===== config.mk =====
export PLATFORM = sky130hd
export DESIGN_NAME = touchpad_gesture_key_mapper_core
export DESIGN_NICKNAME = d
export VERILOG_FILES = /design/src/design/tgkm_pkg.sv /design/src/design/touchpad_gesture_key_mapper_core.sv /design/src/design/tgkm_div.sv /design/src/design/tgkm_fifo.sv /design/src/design/tgkm_back.sv /design/src/design/tgkm_front.sv
export SDC_FILE = /design/constraint.sdc
export NUM_CORES = 2
export LEC_CHECK = 0
export BUFFER_PORTS_ARGS = -buffer_cell sky130_fd_sc_hd__buf_2
export CORE_MARGIN = 2
export CORE_UTILIZATION = 25
export DETAILED_ROUTE_END_ITERATION = 6
export PLACE_DENSITY = 0.36
export SLEW_MARGIN = 20
export SYNTH_ARGS = -nofsm -noshare
export SYNTH_HDL_FRONTEND = slang
export SYNTH_SLANG_ARGS = --single-unit

===== constraint.sdc =====
create_clock -name clk -period 13.07 [get_ports clk]
set_input_delay 0.6535 -clock clk [delete_from_list [all_inputs] [get_ports clk]]
set_output_delay 0.6535 -clock clk [all_outputs]
set_load 0.03 [all_outputs]

===== src/design/tgkm_pkg.sv =====
// Package for the touchpad gesture key mapper: command codes, key codes,
// gesture modes, event structs and shared helper functions. No dependencies.
package tgkm_pkg;

  localparam int COUNT_MAX = 15;
  localparam int CNT_W = $clog2(COUNT_MAX + 1);

  typedef enum logic [2:0] {
    CMD_START    = 3'd0,
    CMD_UPDATE   = 3'd1,
    CMD_COMPLETE = 3'd2,
    CMD_CDOWN    = 3'd3,
    CMD_CUP      = 3'd4,
    CMD_PDOWN    = 3'd5,
    CMD_PUP      = 3'd6,
    CMD_NONE     = 3'd7
  } cmd_t;

  typedef enum logic [1:0] {
    MODE_UNDECIDED = 2'd0,
    MODE_SWITCH    = 2'd1,
    MODE_DESKTOP   = 2'd2
  } mode_t;

  localparam logic [7:0] KEY_TAB   = 8'h09;
  localparam logic [7:0] KEY_D     = 8'h44;
  localparam logic [7:0] KEY_META  = 8'h5B;
  localparam logic [7:0] KEY_ALT   = 8'hA4;
  localparam logic [7:0] KEY_LEFT  = 8'h25;
  localparam logic [7:0] KEY_UP    = 8'h26;
  localparam logic [7:0] KEY_RIGHT = 8'h27;
  localparam logic [7:0] KEY_DOWN  = 8'h28;
  localparam logic [2:0] MOD_NONE  = 3'd0;
  localparam logic [2:0] MOD_ALT   = 3'd1;
  localparam logic [2:0] MOD_META  = 3'd4;

  localparam logic [2:0] ADDR_INIT_TH = 3'd0;
  localparam logic [2:0] ADDR_ACT_TH  = 3'd1;
  localparam logic [2:0] ADDR_STEP_H  = 3'd2;
  localparam logic [2:0] ADDR_STEP_V  = 3'd3;
  localparam logic [2:0] ADDR_DOM     = 3'd4;

  typedef struct packed {
    logic [14:0] initial_threshold;
    logic [14:0] action_threshold;
    logic [14:0] step_horizontal;
    logic [14:0] step_vertical;
    logic [9:0]  dominance_ratio;
  } cfg_t;

  typedef struct packed {
    logic [7:0] key_code;
    logic       key_down;
    logic [2:0] modifiers;
    logic       last;
  } key_ev_t;

  typedef struct packed {
    logic [2:0]  cmd;
    logic        capture_active;
    logic [15:0] move_x;
    logic [15:0] move_y;
  } req_t;

  typedef enum logic [2:0] {
    BS_IDLE,
    BS_DIV_X,
    BS_DIV_Y,
    BS_DECIDE,
    BS_EMIT
  } bstate_t;

  function automatic key_ev_t mk_ev(logic [7:0] code, logic down, logic [2:0] mods);
    key_ev_t e;
    e.key_code = code;
    e.key_down = down;
    e.modifiers = mods;
    e.last = 1'b0;
    return e;
  endfunction

  function automatic logic [15:0] abs16(logic [15:0] v);
    return v[15] ? 16'(-v) : v;
  endfunction

endpackage


===== src/design/touchpad_gesture_key_mapper_core.sv =====
// Top level of the touchpad gesture key mapper.
// Depends on tgkm_pkg, tgkm_front, tgkm_fifo and tgkm_back.
// Requests enter a two-entry queue and are executed one at a time. In the
// back end each request first runs two sequential divisions for the arrow
// step indices, then the decide state, then delivers its key events; up to
// four key events follow one request.
module touchpad_gesture_key_mapper_core (
  input  logic        clk,
  input  logic        rst,
  input  logic        psel,
  input  logic        penable,
  input  logic        pwrite,
  input  logic [4:0]  paddr,
  input  logic [31:0] pwdata,
  output logic [31:0] prdata,
  output logic        pready,
  input  logic        in_valid,
  output logic        in_stall,
  input  logic [2:0]  cmd,
  input  logic        capture_active,
  input  logic signed [15:0] move_x,
  input  logic signed [15:0] move_y,
  output logic        out_valid,
  input  logic        out_stall,
  output logic [7:0]  key_code,
  output logic        key_down,
  output logic [2:0]  modifiers,
  output logic        last
);
  import tgkm_pkg::*;

  cfg_t    cfg;
  req_t    q_wdata, q_rdata;
  logic    q_wr, q_full, q_empty, q_take;
  key_ev_t ev;

  tgkm_front u_front (
    .clk(clk), .rst(rst), .psel(psel), .penable(penable), .pwrite(pwrite),
    .paddr(paddr), .pwdata(pwdata), .prdata(prdata), .pready(pready), .cfg(cfg),
    .in_valid(in_valid), .in_stall(in_stall), .cmd(cmd),
    .capture_active(capture_active), .move_x(move_x), .move_y(move_y),
    .q_wr(q_wr), .q_data(q_wdata), .q_full(q_full)
  );

  tgkm_fifo u_fifo (
    .clk(clk), .rst(rst), .wr_en(q_wr), .wr_data(q_wdata), .full(q_full),
    .rd_en(q_take), .rd_data(q_rdata), .empty(q_empty)
  );

  tgkm_back u_back (
    .clk(clk), .rst(rst), .cfg(cfg), .req_valid(!q_empty), .req(q_rdata),
    .req_take(q_take), .ev_valid(out_valid), .ev(ev), .ev_stall(out_stall)
  );

  assign key_code = ev.key_code;
  assign key_down = ev.key_down;
  assign modifiers = ev.modifiers;
  assign last = ev.last;

endmodule


===== src/design/tgkm_div.sv =====
// Sequential signed divider, one quotient bit per cycle, truncating toward zero.
// Depends on tgkm_pkg.
module tgkm_div (
  input  logic        clk,
  input  logic        rst,
  input  logic        start,
  input  logic [15:0] dividend,
  input  logic [14:0] divisor,
  output logic        done,
  output logic [15:0] quotient
);
  import tgkm_pkg::*;

  logic [4:0]  cnt;
  logic        busy;
  logic        neg;
  logic [15:0] q;
  logic [15:0] rem;
  logic [14:0] dv;
  logic [16:0] trial;

  assign trial = {rem, q[15]} - {2'b0, dv};

  always_ff @(posedge clk) begin
    if (rst) begin
      busy <= 1'b0;
      done <= 1'b0;
      cnt <= '0;
    end else begin
      done <= 1'b0;
      if (start) begin
        busy <= 1'b1;
        cnt <= 5'd16;
        neg <= dividend[15];
        q <= abs16(dividend);
        rem <= '0;
        dv <= (divisor == '0) ? 15'd1 : divisor;
      end else if (busy) begin
        if (!trial[16]) begin
          rem <= trial[15:0];
          q <= {q[14:0], 1'b1};
        end else begin
          rem <= {rem[14:0], q[15]};
          q <= {q[14:0], 1'b0};
        end
        cnt <= cnt - 5'd1;
        if (cnt == 5'd1) begin
          busy <= 1'b0;
          done <= 1'b1;
        end
      end
    end
  end

  assign quotient = neg ? 16'(-q) : q;

endmodule


===== src/design/tgkm_fifo.sv =====
// Short request queue between the front and the back of the key mapper.
// Depends on tgkm_pkg.
module tgkm_fifo (
  input  logic                 clk,
  input  logic                 rst,
  input  logic                 wr_en,
  input  tgkm_pkg::req_t       wr_data,
  output logic                 full,
  input  logic                 rd_en,
  output tgkm_pkg::req_t       rd_data,
  output logic                 empty
);
  import tgkm_pkg::*;

  req_t       mem [2];
  logic       wp, rp;
  logic [1:0] cnt;

  assign full = (cnt == 2'd2);
  assign empty = (cnt == 2'd0);
  assign rd_data = mem[rp];

  always_ff @(posedge clk) begin
    if (wr_en) mem[wp] <= wr_data;
  end

  always_ff @(posedge clk) begin
    if (rst) begin
      wp <= 1'b0;
      rp <= 1'b0;
      cnt <= '0;
    end else begin
      if (wr_en) wp <= ~wp;
      if (rd_en) rp <= ~rp;
      cnt <= cnt + 2'(wr_en) - 2'(rd_en);
    end
  end

`ifndef SYNTHESIS
  a_no_overflow: assert property (@(posedge clk) disable iff (rst) full |-> !wr_en)
    else $error("queue written while full");
  a_no_underflow: assert property (@(posedge clk) disable iff (rst) empty |-> !rd_en)
    else $error("queue read while empty");
  a_cnt_range: assert property (@(posedge clk) disable iff (rst) cnt != 2'd3)
    else $error("queue count out of range");
`endif

endmodule


===== src/design/tgkm_back.sv =====
// Back end: executes one request at a time, updating gesture state and
// emitting up to four key events. Depends on tgkm_pkg and tgkm_div.
module tgkm_back (
  input  logic             clk,
  input  logic             rst,
  input  tgkm_pkg::cfg_t   cfg,
  input  logic             req_valid,
  input  tgkm_pkg::req_t   req,
  output logic             req_take,
  output logic             ev_valid,
  output tgkm_pkg::key_ev_t ev,
  input  logic             ev_stall
);
  import tgkm_pkg::*;

  bstate_t state, state_next;
  req_t    cur;
  mode_t   gesture_mode;
  logic    switch_held;
  logic [CNT_W-1:0] contact_count;
  logic [15:0] last_step_x, last_step_y;
  logic [15:0] sx, sy;
  key_ev_t evbuf [4];
  logic [2:0] nev, idx;

  logic        div_start, div_done;
  logic [15:0] div_in, div_q;
  logic [14:0] div_dv;
  logic        div_first;

  logic [15:0] ax, ay;
  logic [25:0] ax_s, ay_s, ax_r, ay_r;
  logic        horiz, vert, to_desktop, to_switch;

  assign ax = abs16(cur.move_x);
  assign ay = abs16(cur.move_y);
  assign ax_s = {ax, 8'd0} + 26'd0;
  assign ay_s = {ay, 8'd0} + 26'd0;
  assign ax_r = 26'(ax) * 26'(cfg.dominance_ratio);
  assign ay_r = 26'(ay) * 26'(cfg.dominance_ratio);
  assign horiz = ax_s > ay_r;
  assign vert = ay_s > ax_r;
  assign to_desktop = gesture_mode == MODE_UNDECIDED
                      && {1'b0, ay} >= {2'b0, cfg.action_threshold} && vert;
  assign to_switch = gesture_mode == MODE_UNDECIDED
                     && {1'b0, ax} >= {2'b0, cfg.initial_threshold} && horiz;

  tgkm_div u_div (
    .clk(clk), .rst(rst), .start(div_start), .dividend(div_in),
    .divisor(div_dv), .done(div_done), .quotient(div_q)
  );

  always_comb begin
    state_next = state;
    unique case (state)
      BS_IDLE:   if (req_valid) state_next = BS_DIV_X;
      BS_DIV_X:  if (div_done) state_next = BS_DIV_Y;
      BS_DIV_Y:  if (div_done) state_next = BS_DECIDE;
      BS_DECIDE: state_next = BS_EMIT;
      BS_EMIT:   if (idx == nev || (!ev_stall && idx + 3'd1 == nev)) state_next = BS_IDLE;
      default:   state_next = BS_IDLE;
    endcase
  end

  always_comb begin
    req_take = 1'b0;
    div_start = 1'b0;
    div_in = cur.move_x;
    div_dv = cfg.step_horizontal;
    unique case (state)
      BS_IDLE: req_take = req_valid;
      BS_DIV_X: div_start = div_first;
      BS_DIV_Y: begin
        div_start = div_first;
        div_in = cur.move_y;
        div_dv = to_switch ? cfg.step_horizontal : cfg.step_vertical;
      end
      default: ;
    endcase
  end

  assign ev_valid = state == BS_EMIT && idx != nev;
  always_comb begin
    ev = evbuf[idx[1:0]];
    ev.last = (idx + 3'd1 == nev);
  end

  // Decision logic for one request, evaluated in the decide state.
  mode_t   m_n;
  logic    h_n;
  logic [CNT_W-1:0] c_n;
  logic [15:0] lx_n, ly_n;
  key_ev_t e [4];
  logic [2:0] n_n;
  logic [16:0] dx, dy, adx, ady;

  always_comb begin
    m_n = gesture_mode;
    h_n = switch_held;
    c_n = contact_count;
    lx_n = last_step_x;
    ly_n = last_step_y;
    n_n = 3'd0;
    for (int i = 0; i < 4; i++) e[i] = mk_ev(8'd0, 1'b0, MOD_NONE);
    dx = {sx[15], sx} - {last_step_x[15], last_step_x};
    dy = {sy[15], sy} - {last_step_y[15], last_step_y};
    adx = dx[16] ? 17'(-dx) : dx;
    ady = dy[16] ? 17'(-dy) : dy;
    if (cur.cmd != CMD_NONE) begin
      if (!cur.capture_active) begin
        if (switch_held) begin e[0] = mk_ev(KEY_ALT, 1'b0, MOD_NONE); n_n = 3'd1; end
        h_n = 1'b0; m_n = MODE_UNDECIDED; c_n = '0; lx_n = '0; ly_n = '0;
      end else begin
        case (cur.cmd)
          CMD_START: begin
            if (switch_held) begin e[0] = mk_ev(KEY_ALT, 1'b0, MOD_NONE); n_n = 3'd1; end
            h_n = 1'b0; m_n = MODE_UNDECIDED; lx_n = '0; ly_n = '0;
          end
          CMD_UPDATE: begin
            if (gesture_mode == MODE_DESKTOP) begin
            end else if (to_desktop) begin
              m_n = MODE_DESKTOP;
            end else if (to_switch) begin
              m_n = MODE_SWITCH;
              if (!switch_held) begin
                e[0] = mk_ev(KEY_ALT, 1'b1, MOD_ALT);
                e[1] = mk_ev(KEY_TAB, 1'b1, MOD_ALT);
                e[2] = mk_ev(KEY_TAB, 1'b0, MOD_ALT);
                n_n = 3'd3;
              end else begin
                e[0] = mk_ev(KEY_TAB, 1'b1, MOD_ALT);
                e[1] = mk_ev(KEY_TAB, 1'b0, MOD_ALT);
                n_n = 3'd2;
              end
              h_n = 1'b1; lx_n = sx; ly_n = sy;
            end else if (gesture_mode == MODE_SWITCH) begin
              if (adx >= ady && dx != '0) begin
                if (switch_held) begin
                  e[0] = mk_ev(dx[16] ? KEY_LEFT : KEY_RIGHT, 1'b1, MOD_ALT);
                  e[1] = mk_ev(dx[16] ? KEY_LEFT : KEY_RIGHT, 1'b0, MOD_ALT);
                  n_n = 3'd2;
                end
                lx_n = dx[16] ? last_step_x - 16'd1 : last_step_x + 16'd1;
              end else if (dy != '0) begin
                if (switch_held) begin
                  e[0] = mk_ev(dy[16] ? KEY_UP : KEY_DOWN, 1'b1, MOD_ALT);
                  e[1] = mk_ev(dy[16] ? KEY_UP : KEY_DOWN, 1'b0, MOD_ALT);
                  n_n = 3'd2;
                end
                ly_n = dy[16] ? last_step_y - 16'd1 : last_step_y + 16'd1;
              end
            end
          end
          CMD_COMPLETE: begin
            if (gesture_mode == MODE_SWITCH) begin
              if (switch_held) begin e[0] = mk_ev(KEY_ALT, 1'b0, MOD_NONE); n_n = 3'd1; end
            end else if (gesture_mode == MODE_DESKTOP
                         || (vert && {1'b0, ay} >= {2'b0, cfg.action_threshold})) begin
              e[0] = mk_ev(KEY_META, 1'b1, MOD_META);
              e[1] = mk_ev(KEY_D, 1'b1, MOD_META);
              e[2] = mk_ev(KEY_D, 1'b0, MOD_META);
              e[3] = mk_ev(KEY_META, 1'b0, MOD_NONE);
              n_n = 3'd4;
            end else if (horiz && {1'b0, ax} >= {2'b0, cfg.action_threshold}) begin
              if (!switch_held) begin
                e[0] = mk_ev(KEY_ALT, 1'b1, MOD_ALT);
                e[1] = mk_ev(KEY_TAB, 1'b1, MOD_ALT);
                e[2] = mk_ev(KEY_TAB, 1'b0, MOD_ALT);
                e[3] = mk_ev(KEY_ALT, 1'b0, MOD_NONE);
                n_n = 3'd4;
              end else begin
                e[0] = mk_ev(KEY_TAB, 1'b1, MOD_ALT);
                e[1] = mk_ev(KEY_TAB, 1'b0, MOD_ALT);
                e[2] = mk_ev(KEY_ALT, 1'b0, MOD_NONE);
                n_n = 3'd3;
              end
            end
            h_n = 1'b0; m_n = MODE_UNDECIDED; c_n = '0; lx_n = '0; ly_n = '0;
          end
          CMD_CDOWN: if (contact_count != CNT_W'(COUNT_MAX)) c_n = contact_count + 1'b1;
          CMD_CUP: begin
            if (contact_count != '0) c_n = contact_count - 1'b1;
            if (c_n == '0 && switch_held) begin
              e[0] = mk_ev(KEY_ALT, 1'b0, MOD_NONE); n_n = 3'd1; h_n = 1'b0;
            end
          end
          CMD_PDOWN: c_n = CNT_W'(3);
          CMD_PUP: if (contact_count == '0 && switch_held) begin
            e[0] = mk_ev(KEY_ALT, 1'b0, MOD_NONE); n_n = 3'd1; h_n = 1'b0;
          end
          default: ;
        endcase
      end
    end
  end

  always_ff @(posedge clk) begin
    if (req_take) cur <= req;
    if (div_done && state == BS_DIV_X) sx <= div_q;
    if (div_done && state == BS_DIV_Y) sy <= div_q;
    if (state == BS_DECIDE) for (int i = 0; i < 4; i++) evbuf[i] <= e[i];
  end

  always_ff @(posedge clk) begin
    if (rst) begin
      state <= BS_IDLE;
      gesture_mode <= MODE_UNDECIDED;
      switch_held <= 1'b0;
      contact_count <= '0;
      last_step_x <= '0;
      last_step_y <= '0;
      nev <= '0;
      idx <= '0;
      div_first <= 1'b0;
    end else begin
      state <= state_next;
      div_first <= (state == BS_IDLE && req_valid) || (state == BS_DIV_X && div_done);
      if (state == BS_DECIDE) begin
        gesture_mode <= m_n;
        switch_held <= h_n;
        contact_count <= c_n;
        last_step_x <= lx_n;
        last_step_y <= ly_n;
        nev <= n_n;
        idx <= '0;
      end else if (ev_valid && !ev_stall) begin
        idx <= idx + 3'd1;
      end
    end
  end

`ifndef SYNTHESIS
  a_ev_bound: assert property (@(posedge clk) disable iff (rst) nev <= 3'd4)
    else $error("too many key events");
  a_idx_bound: assert property (@(posedge clk) disable iff (rst) idx <= nev || state != BS_EMIT)
    else $error("event index past count");
  a_count_sat: assert property (@(posedge clk) disable iff (rst)
    contact_count <= CNT_W'(COUNT_MAX))
    else $error("contact count beyond limit");
  a_held_mode: assert property (@(posedge clk) disable iff (rst)
    switch_held |-> gesture_mode == MODE_SWITCH)
    else $error("alt held outside window switch");
`endif

endmodule


===== src/design/tgkm_front.sv =====
// Front end: configuration registers over APB and request intake into the queue.
// Depends on tgkm_pkg.
module tgkm_front (
  input  logic              clk,
  input  logic              rst,
  input  logic              psel,
  input  logic              penable,
  input  logic              pwrite,
  input  logic [4:0]        paddr,
  input  logic [31:0]       pwdata,
  output logic [31:0]       prdata,
  output logic              pready,
  output tgkm_pkg::cfg_t    cfg,
  input  logic              in_valid,
  output logic              in_stall,
  input  logic [2:0]        cmd,
  input  logic              capture_active,
  input  logic [15:0]       move_x,
  input  logic [15:0]       move_y,
  output logic              q_wr,
  output tgkm_pkg::req_t    q_data,
  input  logic              q_full
);
  import tgkm_pkg::*;

  logic [2:0] ra;
  assign ra = paddr[4:2];
  assign pready = 1'b1;

  always_ff @(posedge clk) begin
    if (rst) begin
      cfg.initial_threshold <= 15'd560;
      cfg.action_threshold <= 15'd1120;
      cfg.step_horizontal <= 15'd720;
      cfg.step_vertical <= 15'd1440;
      cfg.dominance_ratio <= 10'd346;
    end else if (psel && penable && pwrite) begin
      case (ra)
        ADDR_INIT_TH: cfg.initial_threshold <= pwdata[14:0];
        ADDR_ACT_TH:  cfg.action_threshold <= pwdata[14:0];
        ADDR_STEP_H:  cfg.step_horizontal <= pwdata[14:0];
        ADDR_STEP_V:  cfg.step_vertical <= pwdata[14:0];
        ADDR_DOM:     cfg.dominance_ratio <= pwdata[9:0];
        default: ;
      endcase
    end
  end

  always_comb begin
    case (ra)
      ADDR_INIT_TH: prdata = {17'd0, cfg.initial_threshold};
      ADDR_ACT_TH:  prdata = {17'd0, cfg.action_threshold};
      ADDR_STEP_H:  prdata = {17'd0, cfg.step_horizontal};
      ADDR_STEP_V:  prdata = {17'd0, cfg.step_vertical};
      ADDR_DOM:     prdata = {22'd0, cfg.dominance_ratio};
      default:      prdata = '0;
    endcase
  end

  // Requests with CMD_NONE are dropped here and never reach the back end.
  assign in_stall = q_full;
  assign q_wr = in_valid && !q_full && cmd != CMD_NONE;
  assign q_data = '{cmd: cmd, capture_active: capture_active, move_x: move_x, move_y: move_y};

endmodule


# Word-level counts from Yosys, hierarchy flattened
# Memory sizes are Yosys's and may differ from the RTL's. A register that Yosys moved wholly into a read port is not among the register bits.
# Index checks and enable logic that the tools add are counted.
[op_classes] addsub=19 n_mul=2 n_lt_le_gt_ge=6 eq_ne=42 mux=116 n_bitwise=4 reduce_logical=55
[op_table] operator="16-bit 2-to-1 mux" count=24
[op_table] operator="39-bit 2-to-1 mux" count=5
[op_table] operator="26-bit 2-to-1 mux" count=7
[op_table] operator="52-bit 2-to-1 mux" count=3
[op_table] operator="13-bit 2-to-1 mux" count=7
[op_table] operator="15-bit case mux with 5 select lines" count=1
[op_table] operator="13-bit case mux with 5 select lines" count=1
[op_table] operator="16-bit negator" count=4
[op_table] operator="16-bit case mux with 2 select lines" count=2
[op_table] operator="24-bit by 26-bit > comparator with 1-bit output" count=2
[op_table] operator="16-bit by 10-bit multiplier with 26-bit output" count=2
[op_table] operator="26-bit case mux with 2 select lines" count=1
[op_table] operator="16-bit by 15-bit >= comparator with 1-bit output" count=3
[op_table] operator="3-bit 2-to-1 mux" count=15
[op_table] operator="17-bit 2-to-1 mux" count=2
[op_table] operator="17-bit negator" count=2
[op_table] operator="17-bit nonzero test" count=2
[op_table] operator="16-bit by 16-bit subtractor with 17-bit output" count=2
[op_table] operator="16-bit by 1-bit adder with 16-bit output, second input constant" count=2
[op_table] operator="16-bit by 1-bit subtractor with 16-bit output, second input constant" count=2
[op_table] operator="15-bit 2-to-1 mux" count=2
[op_table] operator="3-bit case mux with 5 select lines" count=2
[op_table] operator="4-bit 2-to-1 mux" count=7
[op_table] operator="3-bit inequality test, second input constant" count=9
[op_table] operator="other kinds (44)" count=135
[totals] regBits=210 mem_bits_rw=124 input_bits=80 output_inout_bits=48 wordCells=273 mem_count=2
[memory_table] name="u_fifo.mem" words=2 width=36 read_ports=1 rd_clocked_by_memory_dff=1 wr=1 line_no="tgkm_fifo.sv:15" source="req_t mem [2];"
[memory_table] name="u_back.evbuf" words=4 width=13 read_ports=1 rd_clocked_by_memory_dff=1 wr=4 line_no="tgkm_back.sv:23" source="key_ev_t evbuf [4];"

# Logic depth before layout (Yosys ltp)
[depth] ltp_word=13 mapped_depth=44 mapped_depth_nobuf=40

# Cells and area by module
# A second synthesis with hierarchy kept.
[unflattened] cells_unflattened=3570 hier_area_um2=33731.1
[by_module_without_submodules] mod="tgkm_back" instances=1 cells_per_inst=2656 area_per_inst_um2=23272.3
[by_module_without_submodules] mod="tgkm_front" instances=1 cells_per_inst=395 area_per_inst_um2=3793.6
[by_module_without_submodules] mod="tgkm_div" instances=1 cells_per_inst=385 area_per_inst_um2=3693.5
[by_module_without_submodules] mod="tgkm_fifo" instances=1 cells_per_inst=133 area_per_inst_um2=2967.8
[by_module_without_submodules] mod="touchpad_gesture_key_mapper_core" instances=1 cells_per_inst=1 area_per_inst_um2=3.8

# Worst setup path after synthesis
# No wires, ideal clock.
[synth_path] kind="reg-to-reg" from="register, netlist name u_back.cur[7]" to="register u_back.u_div.dv[10] (data pin)" setup_time_ns=0.260 arrival_ns=9.517 t_required_ns=12.810 path_slack_ns=3.293 path_stages_with_launch=37 n_path_buf=3 period_less_slack_ns=9.777 cell_sequence="edfxtp_1 -> or4_1 -> or3_1 -> o21ai_0 -> xnor2_1 -> clkbuf_1 -> nand2_1 -> fa_1 -> inv_1 -> fa_1 -> fa_1 -> fa_1 -> inv_1 -> fa_1 -> inv_1 -> ha_1 -> and2_1 -> a41oi_1 -> a31oi_1 -> a21o_1 -> a21oi_1 -> o21ai_0 -> a2111oi_0 -> nor3_1 -> xnor2_1 -> ha_1 -> nand2_1 -> nor4_1 -> o211ai_1 -> nand4_1 -> nand4_1 -> or3b_1 -> or4_1 -> buf_2 -> nand2_1 -> buf_4 -> mux2_2"
[synth_between] elab_chain_cells=8
[synth_lines] item="16-bit negator" line_no="tgkm_pkg.sv:83" source="return v[15] ? 16'(-v) : v;"
[synth_lines] item="16-bit 2-to-1 mux (*)" line_no="tgkm_pkg.sv:83"
[synth_lines] item="16-bit by 10-bit multiplier with 26-bit output (*)" line_no="tgkm_back.sv:40" source="assign ay_r = 26'(ay) * 26'(cfg.dominance_ratio);"
[synth_lines] item="24-bit by 26-bit > comparator with 1-bit output (*)" line_no="tgkm_back.sv:41" source="assign horiz = ax_s > ay_r;"
[synth_lines] item="1-bit logical AND (*)" line_no="tgkm_back.sv:46" source="&& {1'b0, ax} >= {2'b0, cfg.initial_threshold} && horiz;"
[synth_lines] item="15-bit 2-to-1 mux (*)" line_no="tgkm_back.sv:76" source="div_dv = to_switch ? cfg.step_horizontal : cfg.step_vertical;"
[synth_lines] item="15-bit 2-to-1 mux (*)" line_no="tgkm_back.sv:70" source="unique case (state)"
[synth_lines] item="15-bit zero test" line_no="tgkm_div.sv:37" source="dv <= (divisor == '0) ? 15'd1 : divisor;"
[synth_lines] item="end signal, assigned" line_no="tgkm_div.sv:37"
[synth_lines] item="end, declared" line_no="tgkm_div.sv:19" source="logic [14:0] dv;"
# Mark *: on every way between the ends. The rest lies on a longest branch, timed or not.
# A chain may end at the register's enable or synchronous reset.

# Worst setup path after layout
[layout_path] from="register, netlist name u_back.cur[7]" to="register u_back.u_div.dv[12] (data pin)"
[layout_between] elab_chain_cells=8
[layout_lines] item="16-bit negator" line_no="tgkm_pkg.sv:83"
[layout_lines] item="16-bit 2-to-1 mux (*)" line_no="tgkm_pkg.sv:83"
[layout_lines] item="16-bit by 10-bit multiplier with 26-bit output (*)" line_no="tgkm_back.sv:40"
[layout_lines] item="24-bit by 26-bit > comparator with 1-bit output (*)" line_no="tgkm_back.sv:41"
[layout_lines] item="1-bit logical AND (*)" line_no="tgkm_back.sv:46"
[layout_lines] item="15-bit 2-to-1 mux (*)" line_no="tgkm_back.sv:76"
[layout_lines] item="15-bit 2-to-1 mux (*)" line_no="tgkm_back.sv:70"
[layout_lines] item="15-bit zero test" line_no="tgkm_div.sv:37"
# Marked as above.

==> flow_summary_export.csv <==
group,metric,value,unit
sta,slew_violations,0,
placement,place_hpwl,77700,microns
setup_path,required,13.43,ns
clock_tree,clk_pin_slew,0.06,ns
final_layout,syn2layout_area_growth,12.7,%
clock_tree,cts_resized,0,
floorplanning,die_x,364,microns
yosys,synth-seq-cells,342,
clock_tree,clk_latency,0.62,ns
yosys,syn_inst,3547,
clock_tree,cts-root-buf,"clkbuf_16",
setup_path,crit_fanout,16,
sta,skew,0.0329,ns
sta,hold_viol_final,0,
final_layout,drive_above_1_share,0.103,
grt,grt_pass1_vias,26068,
floorplanning,row_count,132,
sta,setup_viol,0,
final_layout,diodes,0,
floorplanning,dieArea,133000,sq um
grt,antenna_found_initial,5,
final_layout,final_common_cell,"nand2_1",
clock_tree,cts_buffers,45,
grt,grt-ovfl-total,0,
yosys,async_flop_share,0,
setup_path,end_kind,"register",
grt,grt_pass1_wl,161000,microns
clock_tree,cts_tree,"yes",
yosys,synthDistinctLibCells,95,
floorplanning,core_area,129000,sq um
sta,tns,0,ns
sta,fin_crit_sh,0.878,
yosys,syn_area,32500,sq um
yosys,yosys_warnings,0,
placement,port_buffers,89,
setup_path,cp.arrival,11.84,ns
setup_path,max_stage_delay,0.96,ns
floorplanning,die_h,364,microns
yosys,avgSynthCellArea,9.15,sq um
detailed_routing,vias,24941,
yosys,synth_ff_type,"edfxtp_1",
detailed_routing,vias_per_cell,4.65,
setup_path,crit_buf_inv,4,
sta,relSlewSlack,0.224,
job,drv_cap,0,
sta,worstMarginPinSlew,1.16,ns
detailed_routing,final_antenna_net_count,0,
detailed_routing,wl_per_cell,19.2,microns
setup_path,start_kind,"register",
status,status,"finished, final reports clean",
worst_hold_path,hold_path_class,"input port to register",
final_layout,fin_nets,4196,
sta,fin_hold_ws,0.225,ns
yosys,synth_edf_count,210,
setup_path,cp_common_cell,"fa_1",
detailed_routing,routed_wl,103000,microns
setup_path,path_class,"register to register",
final_layout,mostFrequentLayoutCells,"nand2_1, inv_1, ha_1",
sta,rsz0062_at_grt,"no",
clock_tree,cts_sinks,342,
sta,fmax,87.1,MHz
floorplanning,io_pins,128,
clock_tree,htree_levels,2,
grt,grt.total_usage,0.157,
clock_tree,clk_path_buf_depth,3,
setup_path,crit_family,"simple AND/OR/NAND/NOR gates",
detailed_routing,dr.pass1.iters,5,
clock_tree,post_cts_buffers,0,
grt,grt_start_max_net_pins,62,
final_layout,fin_util,0.283,
setup_path,slowest_stage,"or4_1",
detailed_routing,drc,0,
yosys,ys_seq_area_frac,0.276,
clock_tree,ctsHoldBuffers,0,
placement,gp_congestion,0.809,
floorplanning,initial_core_util,0.251,
sta,period_needed,11.48,ns
detailed_routing,drt_iter0_markers,1179,
path summary, 6_finish.rpt:
kind                                 from                                end  cells past startpoint  slack, ns
min reg2reg  u_front.cfg[57]$_SDFFE_PP0P_       u_front.cfg[57]$_SDFFE_PP0P_                      2       0.48
max               u_back.cur[7]$_DFFE_PP_  u_back.u_div.dv[12]$_SDFFCE_PN0P_                     34       1.59
max reg2reg       u_back.cur[7]$_DFFE_PP_  u_back.u_div.dv[12]$_SDFFCE_PN0P_                     34       1.59
min                             move_x[5]        u_fifo.mem[1][21]$_DFFE_PP_                      1       0.23
cell families (layout without fill, tap and decap cells):
logic type      count (synthesis)  after routing  synth area share
compound gates                663            663             0.130
mux                           146            146            0.0514
buf+inv                       533            592            0.0649
simple gates                 1133           1133             0.168
flops                         342            342             0.276
other cells                     2             19          0.000231
xor+xnor                      199            199            0.0539
fa+ha+maj                     529            529             0.256
metrics by stage:
step	cell area (sq um)	setup WS [ns]	std cells
2_1_floorplan	32500	3.29	3564
3_3_place_gp	35100	1.53	5282
3_5_place_dp	35100	1.49	5282
4_1_cts	36600	1.43	5365
5_1_grt	36600	0.754	5365
6_report	36600	1.59	5365
sequential cells by signal (all words and copies together), names as in the netlist, 22 cells and up, named ones only:
signal,count
u_fifo.mem,72
u_back.evbuf,22
u_front.cfg,70
u_back.cur,36
synthesized netlist by cell type, types with 24 or more instances:
cell,count,area (sq um)
nor2_1,210,788
dfxtp_1,132,2640
nand2_1,435,1630
a31oi_1,25,156
clkbuf_1,136,510
o21ai_0,130,651
nor2b_1,30,188
mux2_2,57,642
o31ai_1,26,195
a21o_1,49,368
nor3_1,58,290
mux2i_1,75,751
inv_1,352,1320
nand2b_1,27,169
nand4_1,24,150
edfxtp_1,210,6310
nor4_1,34,213
a21oi_1,222,1110
xnor2_1,134,1170
ha_1,304,3800
and2_1,175,1090
a211oi_1,25,188
nand3_1,58,290
fa_1,225,4500
xor2_1,64,561
per-layer routing:
layer | track usage | vias to the layer above | routed length (microns)
li1 | - | 12255 | -
met1 | 0.216 | 12252 | 49400
met2 | 0.259 | 325 | 47700
met3 | 0.0177 | 107 | 3040
met4 | 0.0444 | 2 | 2740
met5 | 0 | - | 16
final cells by class:
type / count / area [sq um]
well taps: 1742 / 2180
flip-flops and latches: 342 / 8950
fillers: 13908 / 92600
multi-input cells: 2689 / 21700
repair buffers: 156 / 951
inverters: 353 / 1330
clock buffers: 61 / 1230
clock inverters: 22 / 282
Power is left out: the tool's default activity adds up to more than one toggle a clock period on the data nets, which glitch-free logic cannot reach.
